--- src/design/trsh_pkg.sv ---
// Shared definitions for the triad sponge hash: register sizes, default rounds, field widths,
// command codes, initial B vector, cell control group and controller states. No dependencies.
`timescale 1ns / 1ps
`default_nettype none

package trsh_pkg;

    // Register sizes in bytes and bits
    localparam int A_BYTES  = 10;
    localparam int BC_BYTES = 11;
    localparam int A_BITS   = A_BYTES * 8;
    localparam int BC_BITS  = BC_BYTES * 8;

    // Rounds per permutation
    localparam int ROUNDS_DEF = 1024;

    // Field widths
    localparam int MSG_W    = 32;
    localparam int DIG_W    = 64;
    localparam int IDX_W    = 2;
    localparam int DIGEST_W = 256;
    localparam int HALF_W   = DIGEST_W / 2;

    // Command codes
    localparam logic CMD_ABSORB   = 1'b0;
    localparam logic CMD_FINALIZE = 1'b1;

    // Index of the final digest word
    localparam logic [IDX_W-1:0] LAST_IDX = IDX_W'(3);

    // Initial contents of register B, byte 0 first
    localparam logic [7:0] B_INIT [BC_BYTES] = '{
        8'hb7, 8'he1, 8'h51, 8'h62, 8'h8a, 8'he2, 8'h43, 8'hf6, 8'ha8, 8'h88, 8'h5a
    };

    // Control group broadcast to every cell
    typedef struct packed {
        logic init;    // reload the initial byte
        logic shift;   // take one bit from the neighbour
        logic absorb;  // xor the mix byte in
    } cell_ctrl_t;

    // Controller states, one-hot
    typedef enum logic [3:0] {
        ST_IDLE  = 4'b0001,
        ST_PERM  = 4'b0010,
        ST_FIN   = 4'b0100,
        ST_FDONE = 4'b1000
    } state_t;

endpackage

`default_nettype wire

--- src/design/trsh_cell.sv ---
// One byte cell of a shift register chain: shifts a bit in at the MSB end,
// hands its LSB to the next cell, absorbs a mix byte, reloads its initial byte. Depends on trsh_pkg.
`timescale 1ns / 1ps
`default_nettype none

module trsh_cell #(
    parameter logic [7:0] INIT = 8'h00
) (
    input  wire                     aclk,
    input  wire                     aresetn,
    input  wire trsh_pkg::cell_ctrl_t ctrl,
    input  wire                     shift_in,
    input  wire  [7:0]              mix,
    output logic [7:0]              value,
    output logic                    shift_out
);

    logic [7:0] byte_reg;
    logic [7:0] byte_next;

    // Select reload, shift or absorb
    always_comb begin
        byte_next = byte_reg;
        if (ctrl.init) begin
            byte_next = INIT;
        end else if (ctrl.shift) begin
            byte_next = {shift_in, byte_reg[7:1]};
        end else if (ctrl.absorb) begin
            byte_next = byte_reg ^ mix;
        end
    end

    // Hold the byte; reset to the initial value
    always_ff @(posedge aclk) begin
        if (!aresetn) begin
            byte_reg <= INIT;
        end else begin
            byte_reg <= byte_next;
        end
    end

    assign value     = byte_reg;
    assign shift_out = byte_reg[0];

endmodule

`default_nettype wire

--- src/design/trsh_feedback.sv ---
// Feedback taps of the three nonlinear registers for one update round.
// Position p of a register sits at bit (width - p) of its flat vector. Depends on trsh_pkg.
`timescale 1ns / 1ps
`default_nettype none

module trsh_feedback (
    input  wire  [trsh_pkg::A_BITS-1:0]  a_bits,
    input  wire  [trsh_pkg::BC_BITS-1:0] b_bits,
    input  wire  [trsh_pkg::BC_BITS-1:0] c_bits,
    output logic                         t1,
    output logic                         t2,
    output logic                         t3
);

    localparam int AW = trsh_pkg::A_BITS;
    localparam int BW = trsh_pkg::BC_BITS;

    // New bit for B
    assign t1 = a_bits[AW-68] ^ a_bits[AW-80] ^ (b_bits[BW-85] & c_bits[BW-85]) ^
                (a_bits[AW-73] & a_bits[AW-79]) ^ b_bits[BW-66];

    // New bit for C
    assign t2 = b_bits[BW-64] ^ b_bits[BW-88] ^ (b_bits[BW-65] & b_bits[BW-87]) ^
                c_bits[BW-84];

    // New bit for A
    assign t3 = c_bits[BW-68] ^ c_bits[BW-88] ^ (c_bits[BW-77] & c_bits[BW-87]) ^
                a_bits[AW-74];

endmodule

`default_nettype wire

--- src/design/triad_sponge_hash.sv ---
// Top level of the triad sponge hash: three chains of byte cells, feedback taps,
// round sequencer and digest output register. Depends on trsh_pkg, trsh_cell, trsh_feedback.
// Absorb word: mixed into A when taken, then ROUNDS rounds at one per clock; s_tready low meanwhile.
// Finalize word: ROUNDS rounds, then a wait for the previous digest; four digest words out.
// One word at a time: s_tready stays low until the round loop and any digest load are done.
// Reset (aresetn low, synchronous) loads the initial state and drops any pending digest.
`timescale 1ns / 1ps
`default_nettype none

module triad_sponge_hash #(
    parameter int ROUNDS = trsh_pkg::ROUNDS_DEF
) (
    input  wire                           aclk,
    input  wire                           aresetn,
    input  wire                           s_tvalid,
    output logic                          s_tready,
    input  wire  [trsh_pkg::MSG_W-1:0]    s_tdata,  // message_word [31:0]
    input  wire                           s_tuser,  // command [0]
    output logic                          m_tvalid,
    input  wire                           m_tready,
    output logic [trsh_pkg::DIG_W-1:0]    m_tdata,  // digest_word [63:0]
    output logic [trsh_pkg::IDX_W-1:0]    m_tuser,  // word_index [1:0]
    output logic                          m_tlast
);

    localparam int AB = trsh_pkg::A_BYTES;
    localparam int CB = trsh_pkg::BC_BYTES;
    localparam int CNT_W = $clog2(ROUNDS + 1);
    localparam logic [CNT_W-1:0] LAST_RND = CNT_W'(ROUNDS - 1);

    trsh_pkg::state_t     state_reg, state_next;
    logic [CNT_W-1:0]     cnt_reg, cnt_next;
    logic                 pend_reg, pend_next;
    logic [trsh_pkg::IDX_W-1:0] idx_reg, idx_next;
    logic [trsh_pkg::DIGEST_W-1:0] dig_reg, dig_next;
    logic [trsh_pkg::HALF_W-1:0]   half_reg, half_next;

    trsh_pkg::cell_ctrl_t ctrl;
    logic                 s_acc, m_acc;
    logic [7:0]           a_byte [AB];
    logic [7:0]           b_byte [CB];
    logic [7:0]           c_byte [CB];
    logic [AB-1:0]        a_out;
    logic [CB-1:0]        b_out;
    logic [CB-1:0]        c_out;
    logic [trsh_pkg::A_BITS-1:0]  a_bits;
    logic [trsh_pkg::BC_BITS-1:0] b_bits;
    logic [trsh_pkg::BC_BITS-1:0] c_bits;
    logic [trsh_pkg::HALF_W-1:0]  z_half;
    logic                 t1, t2, t3;

    assign s_acc = s_tvalid && s_tready;
    assign m_acc = m_tvalid && m_tready;

    // Cell chains: byte 0 takes the feedback bit, each next byte takes its neighbour's LSB
    genvar gi;
    generate
        for (gi = 0; gi < AB; gi++) begin : g_a
            trsh_cell #(.INIT(8'h00)) u_cell (
                .aclk     (aclk),
                .aresetn  (aresetn),
                .ctrl     (ctrl),
                .shift_in ((gi == 0) ? t3 : a_out[(gi == 0) ? 0 : gi - 1]),
                .mix      ((gi < 4) ? s_tdata[8*(gi%4) +: 8] : 8'h00),
                .value    (a_byte[gi]),
                .shift_out(a_out[gi])
            );
            assign a_bits[8*(AB-1-gi) +: 8] = a_byte[gi];
        end
        for (gi = 0; gi < CB; gi++) begin : g_b
            trsh_cell #(.INIT(trsh_pkg::B_INIT[gi])) u_cell (
                .aclk     (aclk),
                .aresetn  (aresetn),
                .ctrl     (ctrl),
                .shift_in ((gi == 0) ? t1 : b_out[(gi == 0) ? 0 : gi - 1]),
                .mix      (8'h00),
                .value    (b_byte[gi]),
                .shift_out(b_out[gi])
            );
            assign b_bits[8*(CB-1-gi) +: 8] = b_byte[gi];
        end
        for (gi = 0; gi < CB; gi++) begin : g_c
            trsh_cell #(.INIT(8'h00)) u_cell (
                .aclk     (aclk),
                .aresetn  (aresetn),
                .ctrl     (ctrl),
                .shift_in ((gi == 0) ? t2 : c_out[(gi == 0) ? 0 : gi - 1]),
                .mix      (8'h00),
                .value    (c_byte[gi]),
                .shift_out(c_out[gi])
            );
            assign c_bits[8*(CB-1-gi) +: 8] = c_byte[gi];
        end
    endgenerate

    trsh_feedback u_fb (
        .a_bits(a_bits),
        .b_bits(b_bits),
        .c_bits(c_bits),
        .t1    (t1),
        .t2    (t2),
        .t3    (t3)
    );

    // Gather one digest half: B bytes 5..0 then A bytes 9..0, first byte highest
    always_comb begin
        for (int i = 0; i < AB; i++) begin
            z_half[8*i +: 8] = a_byte[i];
        end
        for (int i = 0; i < 6; i++) begin
            z_half[8*(AB+i) +: 8] = b_byte[i];
        end
    end

    // Sequence rounds, capture the digest, drive the cells
    always_comb begin
        state_next  = state_reg;
        cnt_next    = cnt_reg;
        pend_next   = pend_reg;
        idx_next    = idx_reg;
        dig_next    = dig_reg;
        half_next   = half_reg;
        ctrl        = '0;
        s_tready    = (state_reg == trsh_pkg::ST_IDLE);

        // Drain the digest one word per handshake
        if (m_acc) begin
            dig_next = {dig_reg[trsh_pkg::DIGEST_W-trsh_pkg::DIG_W-1:0],
                        {trsh_pkg::DIG_W{1'b0}}};
            idx_next = idx_reg + 1'b1;
            if (idx_reg == trsh_pkg::LAST_IDX) begin
                pend_next = 1'b0;
            end
        end

        case (state_reg)
            trsh_pkg::ST_IDLE: begin
                if (s_acc) begin
                    if (s_tuser == trsh_pkg::CMD_ABSORB) begin
                        ctrl.absorb = 1'b1;
                        state_next  = trsh_pkg::ST_PERM;
                    end else begin
                        half_next  = z_half;
                        state_next = trsh_pkg::ST_FIN;
                    end
                    cnt_next = '0;
                end
            end
            trsh_pkg::ST_PERM, trsh_pkg::ST_FIN: begin
                ctrl.shift = 1'b1;
                cnt_next   = cnt_reg + 1'b1;
                if (cnt_reg == LAST_RND) begin
                    state_next = (state_reg == trsh_pkg::ST_PERM) ? trsh_pkg::ST_IDLE
                                                                  : trsh_pkg::ST_FDONE;
                end
            end
            trsh_pkg::ST_FDONE: begin
                // Wait for the previous digest to leave, then load and reinitialise
                if (!pend_reg) begin
                    dig_next   = {half_reg, z_half};
                    pend_next  = 1'b1;
                    idx_next   = '0;
                    ctrl.init  = 1'b1;
                    state_next = trsh_pkg::ST_IDLE;
                end
            end
            default: begin
                state_next = trsh_pkg::ST_IDLE;
            end
        endcase
    end

    // Control registers
    always_ff @(posedge aclk) begin
        if (!aresetn) begin
            state_reg <= trsh_pkg::ST_IDLE;
            cnt_reg   <= '0;
            pend_reg  <= 1'b0;
            idx_reg   <= '0;
        end else begin
            state_reg <= state_next;
            cnt_reg   <= cnt_next;
            pend_reg  <= pend_next;
            idx_reg   <= idx_next;
        end
    end

    // Payload registers
    always_ff @(posedge aclk) begin
        dig_reg  <= dig_next;
        half_reg <= half_next;
    end

    assign m_tvalid = pend_reg;
    assign m_tdata  = dig_reg[trsh_pkg::DIGEST_W-1 -: trsh_pkg::DIG_W];
    assign m_tuser  = idx_reg;
    assign m_tlast  = (idx_reg == trsh_pkg::LAST_IDX);

endmodule

`default_nettype wire

--- config.mk ---
export PLATFORM = sky130hd
export DESIGN_NAME = triad_sponge_hash
export DESIGN_NICKNAME = d
export VERILOG_FILES = /design/src/design/trsh_pkg.sv /design/src/design/trsh_cell.sv /design/src/design/trsh_feedback.sv /design/src/design/triad_sponge_hash.sv
export SDC_FILE = /design/constraint.sdc
export NUM_CORES = 1
export LEC_CHECK = 0
export BUFFER_PORTS_ARGS = -buffer_cell sky130_fd_sc_hd__clkbuf_2
export CORE_MARGIN = 2
export CORE_UTILIZATION = 37
export DETAILED_ROUTE_END_ITERATION = 10
export PLACE_DENSITY = 0.53
export SKIP_CTS_REPAIR_TIMING = 1
export SLEW_MARGIN = 5
export SYNTH_ARGS = -nofsm -noshare
export SYNTH_HDL_FRONTEND = slang
export SYNTH_SLANG_ARGS = --single-unit
export TNS_END_PERCENT = 10
--- constraint.sdc ---
create_clock -name aclk -period 11.84 [get_ports aclk]
set_input_delay 3.552 -clock aclk [delete_from_list [all_inputs] [get_ports aclk]]
set_output_delay 3.552 -clock aclk [all_outputs]
set_load 0.01 [all_outputs]
# [Word-level counts from Yosys, hierarchy flattened]
# Cells that the tools add are included.
[op_classes] magnitude_cmp=0 n_shift=0 muxes=32 n_reduce_logical=9 eq_ne=9 mul=0 n_addsub=2 div=0 bitwise_logic=19
[op_table] cell="$mux W256" n=3
[op_table] cell="$mux W8" n=8
[op_table] cell="$xor A8 B8 Y8" n=4
[op_table] cell="$pmux W11 S2" n=1
[op_table] cell="$mux W4" n=4
[op_table] cell="$pmux W4 S3" n=1
[op_table] cell="$add A11 B1 Y11 const B" n=1
[op_table] cell="$eq A11 B10 Y1 const B" n=1
[op_table] cell="$mux W11" n=1
[op_table] cell="$mux W1" n=10
[op_table] cell="$xor A1 B1 Y1" n=10
[op_table] cell="$mux W2" n=3
[op_table] cell="$reduce_and A3 Y1" n=2
[op_table] cell="$and A1 B1 Y1" n=4
[op_table] cell="$eq A4 B1 Y1 const B" n=1
[op_table] cell="$eq A4 B2 Y1 const B" n=1
[op_table] cell="$eq A4 B3 Y1 const B" n=1
[op_table] cell="$eq A4 B4 Y1 const B" n=1
[op_table] cell="$ne A2 B2 Y1 const B" n=2
[op_table] cell="$reduce_bool A2 Y1" n=2
[op_table] cell="$reduce_or A2 Y1" n=2
[op_table] cell="$mux W3" n=1
[op_table] cell="$add A2 B1 Y2 const B" n=1
[op_table] cell="$eq A2 B2 Y1 const B" n=1
[op_table] cell="other kinds (4)" n=5
[totals] input_bits=37 romBits=0 n_memories=0 mem_bits_rw=0 latch_bits=0 register_bits=658 wordCells=109

# [Longest topological paths before layout]
# Gate-level depths: netlist of run 1.
[depth] ltp_word=6 depth_mapped=8 depth_no_buf=5

# [Hierarchy]
# Synthesis of run 1 repeated with hierarchy kept, for this count alone.
[hier_totals] cells_unflattened=3147 area_unflattened_um2=29768.6
[modules_own_cells] module="triad_sponge_hash" seq_area_each_um2=9328.9 n_inst=1 cells_each=1626 area_each_um2=14963.1
[modules_own_cells] module="trsh_cell (g_a[0].u_cell ...)" seq_area_each_um2=160.2 n_inst=21 cells_each=46 area_each_um2=451.7
[modules_own_cells] module="trsh_cell (g_b[10].u_cell ...)" seq_area_each_um2=160.2 n_inst=3 cells_each=50 area_each_um2=479.2
[modules_own_cells] module="trsh_cell (g_b[2].u_cell ...)" seq_area_each_um2=160.2 n_inst=3 cells_each=48 area_each_um2=469.2
[modules_own_cells] module="trsh_cell (g_b[0].u_cell ...)" seq_area_each_um2=160.2 n_inst=2 cells_each=52 area_each_um2=486.7
[modules_own_cells] module="trsh_cell (g_b[3].u_cell ...)" seq_area_each_um2=160.2 n_inst=2 cells_each=48 area_each_um2=465.4
[modules_own_cells] module="trsh_cell (g_b[9].u_cell)" seq_area_each_um2=160.2 n_inst=1 cells_each=47 area_each_um2=467.9
[modules_own_cells] module="trsh_feedback" seq_area_each_um2=0.0 n_inst=1 cells_each=14 area_each_um2=102.6

# [Worst setup path before layout of run 1]
# No wires, ideal clock.
[synth_timing] path_type="input to register" startpoint="in s_tvalid" endpoint="reg half_reg[0] (netlist bit), enable pin" path_buffers=0 setup_ns=0.504 slack_ns=4.770 cell_stages=1 t_required_ns=11.336 t_arrival_ns=6.566 path_cell_list="and3_1"
[synth_via] elab_chain_len=2
[synth_rtl] item="start, declared" line_no="triad_sponge_hash.sv:15" rtl="input wire s_tvalid,"
[synth_rtl] item="$logic_and A1 B1 Y1" line_no="triad_sponge_hash.sv:52" rtl="assign s_acc = s_tvalid && s_tready;"
[synth_rtl] item="$reduce_and A3 Y1 (no source line)"
[synth_rtl] item="end signal, assigned" line_no="triad_sponge_hash.sv:191" rtl="half_reg <= half_next;"
[synth_rtl] item="end, declared" line_no="triad_sponge_hash.sv:36" rtl="logic [trsh_pkg::HALF_W-1:0] half_reg, half_next;"
# No other way between the ends.
# A chain may end at the register's enable or synchronous reset.

# [Worst setup path after layout of run 1]
[layout_timing] startpoint="reg state_reg[3]" endpoint="out s_tready"
[layout_via] elab_chain_len=1
[layout_rtl] item="start, declared" line_no="triad_sponge_hash.sv:31" rtl="trsh_pkg::state_t state_reg, state_next;"
[layout_rtl] item="start signal, assigned" line_no="triad_sponge_hash.sv:176" rtl="state_reg <= trsh_pkg::ST_IDLE;"
[layout_rtl] item="start signal, assigned" line_no="triad_sponge_hash.sv:181" rtl="state_reg <= state_next;"
[layout_rtl] item="$eq A4 B1 Y1" line_no="triad_sponge_hash.sv:124" rtl="s_tready = (state_reg == trsh_pkg::ST_IDLE);"
[layout_rtl] item="end, declared" line_no="triad_sponge_hash.sv:16" rtl="output logic s_tready,"
# No other way between the ends.

==> results.ini, run 1 <==
[cells_and_area]
diodes=0
layout-drive-gt1-share=0.0851
final_nets=2755
largest_reg_flops=256
nFillCells=6368
syn2layout_area_growth_pct=11.1
fin_area_sq_um=26900

[sta]
fin_skew_ns=0.0186
worstMarginPinSlew_ns=1.19
fin_setup_tns_ns=0
setup_viol=0
finalCriticalPeriod_ns=5.61
worst_slack_ns=6.23
rsz0062_at_grt=no
slew_violations=0
max_freq_ghz=0.178
min_period_over_period=0.474
relSlewSlack=0.204
finalHoldViolCount=0

[floorplanning]
io_pins=106
die_h_microns=260
coreArea_sq_um=64600
num_rows=93
die_area_sq_um=67600
die_w_microns=260
start_util=0.375

[power]
seq_power_share=0.516
power_frac_comb=0.052
p_int_mw=3.76
total_leakage_power_nw=10.4
swShare=0.228
irDropWorstVdd_mv=0.0855
p_sw_mw=1.11
power.density_nw_per_um2=181
clkPwrFrac=0.432

[cts]
clk_latency_ns=0.59
clockBufferDepth=3
clockRootBuffer=clkbuf_16
clock_sinks=658
cts_tree=done
numCtsBuffers=69
clk_pin_slew_worst_paths_ns=0.06
htreeDepth=3

[synthesis]
ys.flop_type=dfxtp_1
synth-compound-area-share=0.121
yosysUniqueCellTypes=46
synth_seq_cells=658
synth_area_leaders=dfxtp_1 (44%), edfxtp_1 (16%), nand2_1 (15%)
yosys.area_share.simple=0.209
synth_top_area_frac=0.438
muxShareOfSynthArea=0.000826
synth_xor_area_frac=0.0157
synthAdderAreaFrac=0.00103
synth_cells=2791
yosysSeqAreaShare=0.597
ys.warnings.count=0
avgSynthCellArea_sq_um=8.68
synth_top_family_by_area=simple AND/OR/NAND/NOR gates
yosysTopAreaCell=dfxtp_1
syn_area_sq_um=24200
synth-edff-count=128
synthArstFlopShare=0
syn_nets=2830

[worst_hold_path]
hold_class=reg -> reg

[critical_path]
worst_setup_path_start_kind=flop
startpoint=state_reg[3]$_SDFFE_PN0P_
rrSetupSlack_ns=7.60
crit_fanout=38
critPathKind=reg -> out
r2r-start=state_reg[3]$_SDFFE_PN0P_
ff2ff_path_depth=5
cp_data_required_time_ns=8.29
worstPathCellList=nor4b_2 -> buf_4 -> clkbuf_2
rr_endpoint=g_c[9].u_cell.value[7]$_SDFFE_PP0P_
slowest_delay_ns=0.51
cp.arrival_ns=2.06
endpoint=s_tready
endpoint_kind=primary output
slowest_stage=dfxtp_1

[global_route]
grt_max_degree=240
grt_util_all_layers=0.157
grt_pass1_vias=17000
grt_overflow=0
grt_antenna_before_repair=0
grt_pass1_wl_microns=87400

[place]
post_dp_cell_area_sq_um=24700
io_buffers=105
routabilityCongestion=0.717
post-dp-hpwl_microns=28800
post-place-ws_ns=5.97

[drt]
routed_wl_microns=53000
first_pass_iters=5
drtIter0Drc=1157
postRouteAntennaNets=0
vias=17900
drc=0
avgRoutedWirePerCell_microns=14.6
vias_per_cell=4.94

[run_status]
status=completed

[flow_run]
maxCapViolations=0

[synth_stat cells (2+ instances only)]
master / count
nand2_1: 975
nand4_1: 2
o211ai_1: 2
and2_1: 2
a31oi_1: 193
inv_1: 2
a21oi_1: 287
nor2_1: 201
or4b_1: 4
clkbuf_1: 127
xnor2_1: 7
edfxtp_1: 128
ha_1: 2
dfxtp_1: 530
or4_1: 2
xor2_1: 34
nor3_1: 2
o41ai_1: 5
a211oi_1: 3
or2_2: 2
nand4b_1: 2
buf_1: 6
nand2b_1: 4
o21ai_0: 34
mux2i_1: 2
buf_2: 71
nor4bb_1: 2
nand3_1: 79
buf_4: 64
[critical path: cells and delay by family (launching register included)]
family	cells	cell delay, ns
and+or+nand+nor	1	0.35
buffers and inverters	2	0.61
DFF	1	0.51
[power by group through the flow]
stage	Sequential [mW]	Clock (mW)	Combinational [mW]
floorplan	2.53	0	0.220
global placement	2.56	0	0.247
detailed placement	2.56	0	0.256
CTS	2.51	2.16	0.257
global route	2.53	2.25	0.288
finish	2.51	2.10	0.252
[layout make-up]
class,count,area (sq um),share of cell area
clock inverter,18,139,0.00516
multi-input combinational,1863,8500,0.316
clock buffer,109,2060,0.0765
tap,855,1070,0.0398
sequential,658,14500,0.537
timing repair buffer,122,678,0.0252
inverter,2,7.51,0.000279
[placed cells by master, fill, tap and decap left out, drive strengths merged, types with 2 or more instances in the layout]
| cell type | n |
|---|---|
| nor4bb | 2 |
| ha | 2 |
| o211ai | 2 |
| nand4b | 2 |
| or2 | 2 |
| buf | 17 |
| nor3 | 2 |
| o21ai | 34 |
| nand3 | 79 |
| inv | 8 |
| xor2 | 34 |
| nor2 | 201 |
| nor4b | 2 |
| edfxtp | 128 |
| a211oi | 3 |
| a21oi | 287 |
| dfxtp | 530 |
| clkbuf | 214 |
| clkinv | 9 |
| a31oi | 193 |
| or4b | 4 |
| nand2 | 976 |
| clkinvlp | 2 |
| o41ai | 5 |
| and2 | 2 |
| nand2b | 4 |
| or4 | 2 |
| nand4 | 2 |
| xnor2 | 7 |
| mux2i | 2 |
[cells by family (layout without fill, tap and decap cells)]
| kind of cell | count (synthesis) | in the layout |
|---|---|---|
| adders and majority gates | 2 | 2 |
| buffers and inverters | 270 | 251 |
| DFF | 658 | 658 |
| muxes | 2 | 2 |
| AOI/OAI and AO/OA | 530 | 530 |
| and+or+nand+nor | 1287 | 1287 |
| xor gates and xnor gates | 42 | 42 |
[through the flow]
stage | cells | power (mW) | hold slack, ns | util
CTS | 3627 | 4.93 | 0.447 | 0.417
floorplan | 2791 | 2.75 | 0.432 | -
global route | 3627 | 5.07 | 0.463 | 0.417
detailed placement | 3500 | 2.82 | 0.440 | 0.383
finish | 3627 | 4.86 | 0.439 | 0.417
global placement | 3500 | 2.81 | 0.436 | 0.383
[layer usage]
layer | routed length, microns | share of wire | global-route usage
met1 | 24500 | 0.46 | 0.196
met2 | 25500 | 0.48 | 0.273
met3 | 1930 | 0.036 | 0.0278
met4 | 1030 | 0.019 | 0.0511
met5 | 0 | 0 | 0
[worst min-delay path by stage]
stage | start | to | depth (start not counted)
6_report | g_c[3].u_cell.value[5]$_SDFFE_PP0P_ | g_c[3].u_cell.value[4]$_SDFFE_PP0P_ | 2
3_3_place_gp | g_c[8].u_cell.value[1]$_SDFFE_PP0P_ | g_c[8].u_cell.value[0]$_SDFFE_PP0P_ | 2
4_1_cts | g_c[3].u_cell.value[5]$_SDFFE_PP0P_ | g_c[3].u_cell.value[4]$_SDFFE_PP0P_ | 2
3_5_place_dp | g_c[3].u_cell.value[5]$_SDFFE_PP0P_ | g_c[3].u_cell.value[4]$_SDFFE_PP0P_ | 2
2_1_floorplan | g_b[10].u_cell.value[6]$_SDFFE_PP1P_ | g_b[10].u_cell.value[5]$_SDFFE_PP0P_ | 2
5_1_grt | g_c[3].u_cell.value[5]$_SDFFE_PP0P_ | g_c[3].u_cell.value[4]$_SDFFE_PP0P_ | 2
Note: power is estimated with default switching activity, not from simulation.
==> run 2: changes to the inputs <==
- clock period: 11.84 -> 5.25 ns (I/O delays scaled with it)
==> results.ini, run 2 (synthesized netlist as in run 1, its figures left out) <==
[cells_and_area]
diodes=0
layout-drive-gt1-share=0.0861
multiInputGateArea_sq_um=8500
fin_area_sq_um=27100
final_nets=2763
seq_area_sq_um=14500
largest_reg_flops=256
layout_common_cells=nand2_1 (973), dfxtp_1 (530), a21oi_1 (286)
nFillCells=6347
final_common_cell=nand2_1
syn2layout_area_growth_pct=11.7
post-route-util=0.419

[critical_path]
cp.arrival_ns=2.05
crit_fanout=38
critPathKind=reg -> out
worst_setup_path_start_kind=flop
endpoint_kind=primary output
cp_data_required_time_ns=3.68

[sta]
fin_skew_ns=0.0127
fin_setup_tns_ns=0
finalCriticalPeriod_ns=3.62
slew_violations=0
min_period_over_period=0.690
setup_viol=0
rsz0062_at_grt=no
worstMarginPinSlew_ns=1.07
max_freq_ghz=0.276
fin_hold_ws_ns=0.447
relSlewSlack=0.284
finalHoldViolCount=0

[floorplanning]
die_w_microns=260
io_pins=106
die_area_sq_um=67600
die_h_microns=260
num_rows=93
coreArea_sq_um=64600
start_util=0.375

[global_route]
grt_overflow=0
grt_max_degree=242
grt_antenna_before_repair=1
grt_pass1_wl_microns=87700
grt_util_all_layers=0.157
grt_pass1_vias=16700

[cts]
htreeDepth=3
clock_sinks=658
numCtsBuffers=70
clk_latency_ns=0.58
clockBufferDepth=3
cts_tree=done
clk_pin_slew_worst_paths_ns=0.06
clockRootBuffer=clkbuf_16

[run_status]
status=completed

[place]
io_buffers=105
routabilityCongestion=0.739
post-dp-hpwl_microns=29300
post_dp_cell_area_sq_um=24800

[drt]
vias_per_cell=4.90
postRouteAntennaNets=0
first_pass_iters=5
routed_wl_microns=52700
drtIter0Drc=1253
avgRoutedWirePerCell_microns=14.5
drc=0
vias=17800

[power]
power_mw=11.0
power.density_nw_per_um2=407
total_leakage_power_nw=10.5
irDropWorstVdd_mv=0.195

[worst_hold_path]
hold_class=reg -> reg

[flow_run]
maxCapViolations=0

==> run 2: cell count changes in the layout (fill, tap and decap cells not counted) <==
cell and change:
bufinv_16 +1, buf_4 +2, buf_12 +5, inv_6 -6
clkbuf_8 -1, clkinv_1 -2, clkbuf_16 +3, clkinv_2 -1
clkbuf_1 +4
==> run 2: layer usage <==
metal	vias up	global-route usage	part of all wire
met2	305	0.259	0.47
met1	8358	0.210	0.47
met5	-	0	0
li1	9085	-	-
met3	64	0.0273	0.042
met4	0	0.0527	0.020
==> run 2: final timing paths <==
check	end	cells after the start	from	slack, ns
worst max register to register	g_c[0].u_cell.value[7]$_SDFFE_PP0P_	5	state_reg[3]$_SDFFE_PN0P_	1.92
worst min register to register	g_b[10].u_cell.value[7]$_SDFFE_PP0P_	2	g_b[9].u_cell.value[0]$_SDFFE_PP0P_	0.45
worst max-delay path	s_tready	3	state_reg[3]$_SDFFE_PN0P_	1.63
worst min-delay path	g_b[10].u_cell.value[7]$_SDFFE_PP0P_	2	g_b[9].u_cell.value[0]$_SDFFE_PP0P_	0.45
==> run 2: report_power, final <==
group          total, mW  switching [mW]  internal [mW]
Clock               4.79            1.92           2.87
Sequential          5.66           0.183           5.48
Combinational      0.570           0.332          0.239
==> run 2: area by class of cell <==
type / instances / share of cell area
clock inverters: 10 / 0.00384
flip-flops and latches: 658 / 0.534
multi-input cells: 1863 / 0.314
clock buffers: 115 / 0.0789
well taps: 855 / 0.0395
inverters: 2 / 0.000277
repair buffers: 129 / 0.0293
==> run 2: critical path, stage by stage (launching register included) <==
cell and delay [ns]:
dfxtp_1 0.49, nor4b_2 0.35, buf_4 0.41, clkbuf_2 0.21
==> run 2: metrics by stage <==
step / cells / worst slack [ns]
5_1_grt: 3632 / 1.46
4_1_cts: 3632 / 1.60
3_5_place_dp: 3507 / 1.83
2_1_floorplan: 2791 / 0.157
6_report: 3632 / 1.63
3_3_place_gp: 3507 / 1.90
==> run 3: changes to the inputs <==
- PLACE_DENSITY: 0.53 -> 0.55
- clock period: 5.25 -> 3.1 ns (I/O delays scaled with it)
==> results.ini, run 3 (synthesized netlist as in run 1, its figures left out) <==
[run_status]
status=completed

[power]
total_leakage_power_nw=10.8
clkPwrFrac=0.448
p_sw_mw=4.30
swShare=0.224
power_frac_comb=0.052
irDropWorstVdd_mv=0.317
p_int_mw=14.9
seq_power_share=0.500
power.density_nw_per_um2=694

[cts]
cts_tree=done
clk_pin_slew_worst_paths_ns=0.06
numCtsBuffers=72
htreeDepth=3
clockRootBuffer=clkbuf_16
clock_sinks=658
clockBufferDepth=3
clk_latency_ns=0.60

[sta]
fin_setup_tns_ns=0
rsz0062_at_grt=no
worstMarginPinSlew_ns=0.717
fin_skew_ns=0.0277
slew_violations=0
finalCriticalPeriod_ns=2.81
max_freq_ghz=0.356
finalHoldViolCount=0
min_period_over_period=0.906
worst_slack_ns=0.291
setup_viol=0
relSlewSlack=0.522

[global_route]
grt_overflow=0
grt_pass1_wl_microns=88900
grt_antenna_before_repair=1
grt_pass1_vias=17200
grt_util_all_layers=0.159
grt_max_degree=161

[drt]
drc=0
first_pass_iters=5
postRouteAntennaNets=0
drtIter0Drc=1230
routed_wl_microns=53600
avgRoutedWirePerCell_microns=14.6
vias=18100
vias_per_cell=4.93

[critical_path]
cp_data_required_time_ns=2.17
endpoint_kind=primary output
critPathKind=reg -> out
crit_fanout=19
worst_setup_path_start_kind=flop
cp.arrival_ns=1.88

[cells_and_area]
layout-drive-gt1-share=0.104
nFillCells=6288
diodes=0
layout_common_cells=nand2_1 (973), dfxtp_1 (530), a21oi_1 (286)
largest_reg_flops=256
final_common_cell=nand2_1
final_nets=2796
syn2layout_area_growth_pct=14.2

[flow_run]
maxCapViolations=0

[place]
routabilityCongestion=0.745
post-place-ws_ns=0.605
post-dp-hpwl_microns=32100
io_buffers=105

[worst_hold_path]
hold_class=reg -> reg

[floorplanning]
die_w_microns=260
num_rows=93
io_pins=106
die_area_sq_um=67600
die_h_microns=260
coreArea_sq_um=64600
start_util=0.375

==> run 3: cell count changes in the layout (fill, tap and decap cells not counted), moves of 2 or more <==
cell and delta:
buf_12 +15, buf_4 +16, clkinv_2 +16, clkbuf_1 -16, clkbuf_8 -2, clkbuf_16 +3, bufinv_16 +3
==> run 3: worst paths after layout <==
check	start	end	slack, ns	cells after the start
setup / recovery	state_reg[3]$_SDFFE_PN0P_	s_tready	0.29	2
hold / removal	g_c[4].u_cell.value[6]$_SDFFE_PP0P_	g_c[4].u_cell.value[5]$_SDFFE_PP0P_	0.43	2
setup reg to reg	state_reg[3]$_SDFFE_PN0P_	g_c[4].u_cell.value[6]$_SDFFE_PP0P_	0.61	5
hold reg to reg	g_c[4].u_cell.value[6]$_SDFFE_PP0P_	g_c[4].u_cell.value[5]$_SDFFE_PP0P_	0.43	2
==> run 3: area by class of cell <==
cell class	instances	area, sq um	area share
sequential	658	14500	0.522
multi-input combinational	1863	8500	0.307
clock buffer	100	2120	0.0767
timing repair buffer	160	1210	0.0439
tap	855	1070	0.0387
clock inverter	32	302	0.0109
inverter	2	7.51	0.000271
==> run 3: power by group through the flow <==
stage	registers, mW	logic (mW)	clock network (mW)
after floorplan	9.67	0.842	0
after global placement	9.77	0.987	0
after detailed placement	9.79	1.01	0
after CTS	9.61	1.02	8.85
after global routing	9.67	1.13	9.21
final	9.60	0.995	8.62
==> run 3: through the flow <==
step | std cells | hold WS [ns] | power [mW] | utilization | instance area [sq um]
final | 3670 | 0.433 | 19.2 | 0.428 | 27700
after detailed placement | 3538 | 0.443 | 10.8 | 0.391 | 25200
after floorplan | 2791 | 0.432 | 10.5 | - | 24200
after CTS | 3670 | 0.435 | 19.5 | 0.428 | 27700
after global placement | 3538 | 0.436 | 10.8 | 0.391 | 25200
after global routing | 3670 | 0.450 | 20.0 | 0.428 | 27700
==> run 3: layer usage <==
metal  track usage  vias up  wire (microns)
li1              -     9157               -
met1         0.203     8566           24300
met2         0.271      296           25900
met3        0.0256       72            2120
met4        0.0570        0            1310
met5             0        -               0
==> run 3: critical path, stage by stage (launching register included) <==
cell      delay, ns
dfxtp_1        0.49
nor4b_2        0.58
clkbuf_2       0.22
